--- src/hw/rtl/itwt_pkg.sv ---
// Package for the integer to word tokens unit: widths, word codes and the
// shift-and-adjust step of the binary to decimal conversion. No dependencies.

package itwt_pkg;

  localparam int VALUE_W    = 31;
  localparam int WORD_W     = 5;
  localparam int DIGITS     = 10;
  localparam int BCD_W      = 4 * DIGITS;
  localparam int SHIFT_W    = 32;
  localparam int CONV_STEPS = SHIFT_W / 2;
  localparam int CNT_W      = $clog2(CONV_STEPS);

  localparam logic [WORD_W-1:0] W_ZERO     = 5'd0;
  localparam logic [WORD_W-1:0] W_HUNDRED  = 5'd28;
  localparam logic [WORD_W-1:0] W_THOUSAND = 5'd29;
  localparam logic [WORD_W-1:0] W_MILLION  = 5'd30;
  localparam logic [WORD_W-1:0] W_BILLION  = 5'd31;
  localparam logic [WORD_W-1:0] TENS_BASE  = 5'd18;
  localparam logic [WORD_W-1:0] TEEN_BASE  = 5'd10;

  // One double-dabble step: adjust every digit of five or more by three,
  // then shift the next binary bit in at the bottom.
  function automatic logic [BCD_W-1:0] dd_shift(input logic [BCD_W-1:0] bcd,
                                                input logic bit_in);
    logic [BCD_W-1:0] adj;
    adj = bcd;
    for (int i = 0; i < DIGITS; i++) begin
      if (adj[4*i +: 4] >= 4'd5) begin
        adj[4*i +: 4] = adj[4*i +: 4] + 4'd3;
      end
    end
    return {adj[BCD_W-2:0], bit_in};
  endfunction

endpackage

--- src/hw/rtl/itwt_if.sv ---
// Handshake channels of the integer to word tokens unit: the request
// channel carrying the value and the result channel carrying one word.
// Depends on itwt_pkg.

interface itwt_req_if import itwt_pkg::*; ();
  logic               valid;
  logic               ready;
  logic [VALUE_W-1:0] value;

  modport source (output valid, output value, input ready);
  modport sink (input valid, input value, output ready);
endinterface

interface itwt_rsp_if import itwt_pkg::*; ();
  logic              valid;
  logic              ready;
  logic [WORD_W-1:0] word;
  logic              last;

  modport source (output valid, output word, output last, input ready);
  modport sink (input valid, input word, input last, output ready);
endinterface

--- src/hw/rtl/integer_to_word_tokens_unit.sv ---
// Top level of the integer to word tokens unit: spells a 31-bit value as a
// run of English word codes. Depends on itwt_pkg and the channels in itwt_if.

// A request is taken only while the unit is idle. The value first goes
// through binary to decimal conversion, two bits a cycle through chained
// add-three-and-shift steps. The sequencer then walks the four groups
// (billion, million, thousand, units), five word slots per group, sending
// at most one word per cycle through the output register and holding while
// a result is stalled; a zero value instead sends its single word.

module integer_to_word_tokens_unit import itwt_pkg::*; (
  input  logic          clk,
  input  logic          rst,
  itwt_req_if.sink      req,
  itwt_rsp_if.source    rsp
);

  localparam logic [1:0] S_IDLE = 2'd0;
  localparam logic [1:0] S_CONV = 2'd1;
  localparam logic [1:0] S_EMIT = 2'd2;
  localparam logic [1:0] S_ZERO = 2'd3;

  localparam logic [2:0] PH_H  = 3'd0;
  localparam logic [2:0] PH_HW = 3'd1;
  localparam logic [2:0] PH_T  = 3'd2;
  localparam logic [2:0] PH_U  = 3'd3;
  localparam logic [2:0] PH_S  = 3'd4;

  localparam logic [1:0] G_BILLION  = 2'd0;
  localparam logic [1:0] G_MILLION  = 2'd1;
  localparam logic [1:0] G_THOUSAND = 2'd2;
  localparam logic [1:0] G_UNITS    = 2'd3;

  logic [1:0]         state;
  logic [SHIFT_W-1:0] bin;
  logic [BCD_W-1:0]   bcd;
  logic [CNT_W-1:0]   cnt;
  logic [1:0]         grp;
  logic [2:0]         phase;
  logic               is_zero;
  logic               out_valid;
  logic [WORD_W-1:0]  out_word;
  logic               out_last;

  logic [3:0]         h, t, u;
  logic [WORD_W-1:0]  scale;
  logic               has_scale;
  logic               later_nz;
  logic               grp_nz;
  logic [3:0]         nz;
  logic               tok_valid;
  logic [WORD_W-1:0]  tok_word;
  logic               tok_more;
  logic               slot_free;
  logic               accept;

  assign accept    = req.valid && req.ready;
  assign slot_free = !out_valid || rsp.ready;

  assign req.ready = (state == S_IDLE);
  assign rsp.valid = out_valid;
  assign rsp.word  = out_word;
  assign rsp.last  = out_last;

  assign nz[0] = |bcd[39:36];
  assign nz[1] = |bcd[35:24];
  assign nz[2] = |bcd[23:12];
  assign nz[3] = |bcd[11:0];

  always_comb begin
    unique case (grp)
      G_BILLION: begin
        h = 4'd0; t = 4'd0; u = bcd[39:36];
        scale = W_BILLION; has_scale = 1'b1;
        later_nz = nz[1] || nz[2] || nz[3];
      end
      G_MILLION: begin
        h = bcd[35:32]; t = bcd[31:28]; u = bcd[27:24];
        scale = W_MILLION; has_scale = 1'b1;
        later_nz = nz[2] || nz[3];
      end
      G_THOUSAND: begin
        h = bcd[23:20]; t = bcd[19:16]; u = bcd[15:12];
        scale = W_THOUSAND; has_scale = 1'b1;
        later_nz = nz[3];
      end
      default: begin
        h = bcd[11:8]; t = bcd[7:4]; u = bcd[3:0];
        scale = W_ZERO; has_scale = 1'b0;
        later_nz = 1'b0;
      end
    endcase
  end

  assign grp_nz = (h != 4'd0) || (t != 4'd0) || (u != 4'd0);

  always_comb begin
    tok_valid = 1'b0;
    tok_word  = W_ZERO;
    tok_more  = 1'b0;
    unique case (phase)
      PH_H: begin
        tok_valid = (h != 4'd0);
        tok_word  = {1'b0, h};
        tok_more  = 1'b1;
      end
      PH_HW: begin
        tok_valid = (h != 4'd0);
        tok_word  = W_HUNDRED;
        tok_more  = (t != 4'd0) || (u != 4'd0) || has_scale;
      end
      PH_T: begin
        if (t >= 4'd2) begin
          tok_valid = 1'b1;
          tok_word  = TENS_BASE + {1'b0, t};
          tok_more  = (u != 4'd0) || has_scale;
        end else if (t == 4'd1) begin
          tok_valid = 1'b1;
          tok_word  = TEEN_BASE + {1'b0, u};
          tok_more  = has_scale;
        end else begin
          tok_valid = (u != 4'd0);
          tok_word  = {1'b0, u};
          tok_more  = has_scale;
        end
      end
      PH_U: begin
        tok_valid = (t >= 4'd2) && (u != 4'd0);
        tok_word  = {1'b0, u};
        tok_more  = has_scale;
      end
      PH_S: begin
        tok_valid = has_scale && grp_nz;
        tok_word  = scale;
        tok_more  = 1'b0;
      end
      default: begin
        tok_valid = 1'b0;
      end
    endcase
  end

  always_ff @(posedge clk) begin
    if (rst) begin
      state <= S_IDLE;
      cnt   <= '0;
      grp   <= G_BILLION;
      phase <= PH_H;
    end else begin
      unique case (state)
        S_IDLE: begin
          if (accept) begin
            state <= S_CONV;
            cnt   <= '0;
          end
        end
        S_CONV: begin
          cnt <= cnt + 1'b1;
          if (cnt == CNT_W'(CONV_STEPS - 1)) begin
            state <= is_zero ? S_ZERO : S_EMIT;
            grp   <= G_BILLION;
            phase <= PH_H;
          end
        end
        S_EMIT: begin
          if (slot_free) begin
            if (phase == PH_S) begin
              phase <= PH_H;
              grp   <= grp + 1'b1;
              if (grp == G_UNITS) begin
                state <= S_IDLE;
              end
            end else begin
              phase <= phase + 1'b1;
            end
          end
        end
        default: begin
          if (slot_free) begin
            state <= S_IDLE;
          end
        end
      endcase
    end
  end

  always_ff @(posedge clk) begin
    if (accept) begin
      bin     <= {{(SHIFT_W - VALUE_W){1'b0}}, req.value};
      bcd     <= '0;
      is_zero <= (req.value == '0);
    end else if (state == S_CONV) begin
      bcd <= dd_shift(dd_shift(bcd, bin[SHIFT_W-1]), bin[SHIFT_W-2]);
      bin <= {bin[SHIFT_W-3:0], 2'b00};
    end
  end

  always_ff @(posedge clk) begin
    if (rst) begin
      out_valid <= 1'b0;
    end else if (state == S_EMIT && slot_free && tok_valid) begin
      out_valid <= 1'b1;
    end else if (state == S_ZERO && slot_free) begin
      out_valid <= 1'b1;
    end else if (rsp.ready) begin
      out_valid <= 1'b0;
    end
  end

  always_ff @(posedge clk) begin
    if (state == S_EMIT && slot_free && tok_valid) begin
      out_word <= tok_word;
      out_last <= !tok_more && !later_nz;
    end else if (state == S_ZERO && slot_free) begin
      out_word <= W_ZERO;
      out_last <= 1'b1;
    end
  end

endmodule

--- src/flat_wrapper.sv ---
// flat-port wrapper written by rule: the top's interface ports become plain ports
module integer_to_word_tokens_unit_flat import itwt_pkg::*;
  (clk, rst, req_valid, req_value, req_ready, rsp_valid, rsp_word, rsp_last, rsp_ready);
  itwt_req_if req_i ();
  itwt_rsp_if rsp_i ();
  input  logic clk;
  input  logic rst;
  input wire logic [$bits(req_i.valid)-1:0] req_valid;
  input wire logic [$bits(req_i.value)-1:0] req_value;
  output wire logic [$bits(req_i.ready)-1:0] req_ready;
  output wire logic [$bits(rsp_i.valid)-1:0] rsp_valid;
  output wire logic [$bits(rsp_i.word)-1:0] rsp_word;
  output wire logic [$bits(rsp_i.last)-1:0] rsp_last;
  input wire logic [$bits(rsp_i.ready)-1:0] rsp_ready;
  assign req_i.valid = req_valid;
  assign req_i.value = req_value;
  assign req_ready = req_i.ready;
  assign rsp_valid = rsp_i.valid;
  assign rsp_word = rsp_i.word;
  assign rsp_last = rsp_i.last;
  assign rsp_i.ready = rsp_ready;
  integer_to_word_tokens_unit u_core (.clk(clk), .rst(rst), .req(req_i), .rsp(rsp_i));
endmodule
--- config.mk ---
export PLATFORM = sky130hd
export DESIGN_NAME = integer_to_word_tokens_unit_flat
export DESIGN_NICKNAME = d
export VERILOG_FILES = /design/src/hw/rtl/itwt_pkg.sv /design/src/hw/rtl/itwt_if.sv /design/src/hw/rtl/integer_to_word_tokens_unit.sv /design/src/flat_wrapper.sv
export SDC_FILE = /design/constraint.sdc
export NUM_CORES = 1
export LEC_CHECK = 0
export BUFFER_PORTS_ARGS = -buffer_cell sky130_fd_sc_hd__buf_2
export CORE_MARGIN = 2
export CORE_UTILIZATION = 45
export CTS_CLUSTER_DIAMETER = 150
export DETAILED_ROUTE_END_ITERATION = 8
export SETUP_SLACK_MARGIN = 0.4
export SLEW_MARGIN = 20
export SYNTH_ARGS = -nofsm -noshare
export SYNTH_HDL_FRONTEND = slang
export SYNTH_SLANG_ARGS = --single-unit
--- constraint.sdc ---
create_clock -name clk -period 3.2 [get_ports clk]
set_input_delay 0.32 -clock clk [delete_from_list [all_inputs] [get_ports clk]]
set_output_delay 0.32 -clock clk [all_outputs]
set_load 0.005 [all_outputs]
==> results.md <==
- Async SR Flop Fraction: 0%
- Layout area overhead: 10.1%
- R2R depth: 9
- Ys flop type: dfxtp_1
- Worst R2R Setup Slack: around 0.54 ns
- Largest net degree at the start of global routing: between 50 and 60
- Num CTS Buffers: 9
- N_diodes: 0
- Die width: around 120 um
- M3 GR Usage: under 10%
- GR Util met2: about 33%
- Power Density: 1010 mW/mm^2
- Synth top area share: between 10% and 20%
- # hold bufs at CTS: 0
- Period Utilization, post-route: between 80% and 90%
- Critical Path Sink: u_core.rsp.word[0]
- Layout cells sized above 1: 10.7%
- Least-Margin Pin Slew: roughly 0.56 ns
- Number of placed instances, taps included: 984
- MaxCap Viol Count: 0
- WL/cell: 15.1 um
- Post-Syn Area: between 0.006 and 0.007 mm^2
- Worst r2r dst: u_core.rsp.word[0]
- Register area share after synthesis: 33.6%
- GP Congestion: ~0.9
- Reg2Reg Launch Point: u_core.grp[0]
- Global-route wire length before repair: around 26 mm
- Port Buffers: between 40 and 50
- Final setup viols: 0
- DR vias/cell: 5.62
- Core area: ~0.014 mm^2
- Fin cells: 1003
- Minimum clock period: approximately 2.7 ns
- H-tree depth: 3
- Setup TNS: 0 ns
- Std-Cell Rows: 44
- Total Wirelength: ~15 mm
- Vias: approximately 5600
- Initial core utilization: 45.6%
- GRT overflow: 0
- Pre-antenna DRT Iters: 5
- DRT iter0 DRCs: between 200 and 300
- RSZ-0062 raised after global routing: yes
- YS warnings: 0
- Busiest grt layer: met2
- Crit path max fanout: 7
- Fmax: around 380 MHz
- CP Launch Type: flip-flop
- Worst hold path type: input port to flip-flop
- Number of global-route vias before repair: about 5400
- Clk root buf: clkbuf_16
- Post-synth EDFFs: 38
- Final Skew: a little over 0.01 ns
- P_leak: roughly 3.2 nW
- Clock Tree Buf Depth: 2
- Setup CP Type: flip-flop to flip-flop
- Die area: 0.0155 mm^2
- Syn nets: around 900
- Met1 Use GR: 25.4%
- Number of nets with antenna violations after routing: 0
- Final #Nets: around 900
- Cells after synthesis: 787
- Top cells by area, synth: edfxtp_1 (17%), dfxtp_1 (16%), ha_1 (12%)
- TritonCTS clock tree: built
- I/O pin cnt: 43
- Initial antenna violation count: 0
- CP Data Arrival Time: between 2 and 3 ns
- Synth area leader: edfxtp_1
- GRT Overall Usage: between 10% and 20%
- #FFs+latches synth: 91
- Placed wire-length estimate: about 11 mm
- Post-synthesis cell type count: 55
- Relative slew margins: 63.0%
- Clk_lat worst skew: around 0.36 ns
- Clock Sinks: 91
- Die H: approximately 120 um
- Crit. Startpoint: u_core.grp[0]
- Fin. Hold Viols: 0
- Worst Path Required: around 3.3 ns
- Status: finished clean
- Peak supply drop: about 0.00053 V
- CTS clk-pin slew, worst paths: 0.07 ns
- Final slew viol count: 0
- Syn avg cell area: 8.33 um^2
- Post-route DRC violation count: 0
- Worst setup EP type: flip-flop
registers in the layout (all words and copies together), names as in the netlist:
name,flops
u_core.bcd,40
u_core.cnt,4
u_core.rsp.last,1
u_core.rsp.word,5
u_core.state,2
u_core.bin,32
u_core.is_zero,1
u_core.phase,3
u_core.rsp.valid,1
u_core.grp,2
critical path, cell delays in order (launching register included):
cell and delay, ns:
dfxtp_1 0.41, inv_1 0.09, ha_1 0.30, a22oi_1 0.24, a22oi_2 0.14, nor4_4 0.38, a31oi_2 0.16, a311oi_4 0.44
buf_4 0.19, nor2_1 0.05
cells in the final DEF (no fill, tap or decap), drive strengths merged, types with 10 or more instances in the layout:
cell type,instances
nand2,121
a211oi,25
a21boi,10
nor2b,12
nor3,20
dfxtp,53
nand2b,26
inv,56
a22oi,26
edfxtp,38
nand3,14
nor2,75
xnor2,20
ha,64
nor3b,10
mux2i,27
a21oi,55
o21ai,31
buf,51
per-stage QoR:
stage / power, mW / setup WS (ns) / util [%] / hold WS [ns] / area, um^2
after floorplan: 5.31 / 0.676 / - / 0.389 / 6550
after global placement: 6.02 / 0.351 / 47.9 / 0.464 / 6880
after detailed placement: 6.20 / 0.220 / 47.9 / 0.476 / 6880
after CTS: 7.29 / 0.453 / 50.0 / 0.231 / 7180
after global routing: 7.98 / 0.352 / 50.2 / 0.253 / 7210
final: 7.26 / 0.539 / 50.2 / 0.238 / 7210
worst min-delay path by stage:
stage                            end  cells past startpoint      startpoint
detailed placement    u_core.bin[31]                      2  u_core.bin[29]
global placement       u_core.bcd[0]                      2  u_core.bin[30]
global route          u_core.bin[19]                      3   req_value[19]
finish                u_core.bin[11]                      3   req_value[11]
floorplan           u_core.rsp.valid                      1             rst
CTS                    u_core.bin[2]                      3    req_value[2]
where the power goes:
part	leakage, nW	internal (mW)	switching, mW
logic	2.23	1.65	2.38
registers	0.809	1.76	0.420
clock network	0.134	0.541	0.510
total	3.17	3.95	3.31
routing by layer:
layer	wire [um]	up-vias
met1	7150	2669
met3	553	28
li1	-	2835
met4	318	0
met5	0	-
met2	7160	100
cell type report:
class | instances | area [um^2]
Clock buffer | 9 | 225
Clock inverter | 7 | 58.8
Fill cell | 1359 | 7150
Inverter | 52 | 195
Multi-Input combinational cell | 609 | 4010
Sequential cell | 91 | 2200
Tap cell | 184 | 230
Timing Repair Buffer | 51 | 290
synthesized netlist by cell type, types with 10 or more instances:
master and n:
nor2b_1 12, xnor2_1 20, nor2_1 75, a22oi_1 24, nor3b_1 10, dfxtp_1 53
nand2_1 121, clkbuf_1 25, nand3_1 14, mux2i_1 27, a21oi_1 51, edfxtp_1 38
o21ai_0 29, ha_1 64, nand2b_1 26, a211oi_1 25, nor3_1 19, inv_1 51
logic make-up (layout without fill, tap and decap cells):
logic type / count (synthesis) / count (layout) / share of synthesized area (%)
simple gates: 306 / 306 / 21.8
compound gates: 188 / 188 / 19.4
flops: 91 / 91 / 33.6
buf+inv: 87 / 119 / 5.59
fa+ha+maj: 64 / 64 / 12.2
mux: 29 / 29 / 4.47
xor+xnor: 22 / 22 / 2.94
what timing repair did:
action,CTS,global route
setup endpoints to repair,6,15
resized for setup,2,5
setup buffers,1,2
endpoints found under the hold margin,0,0
pin swaps,1,1
Note: power is estimated with default switching activity, not from simulation.
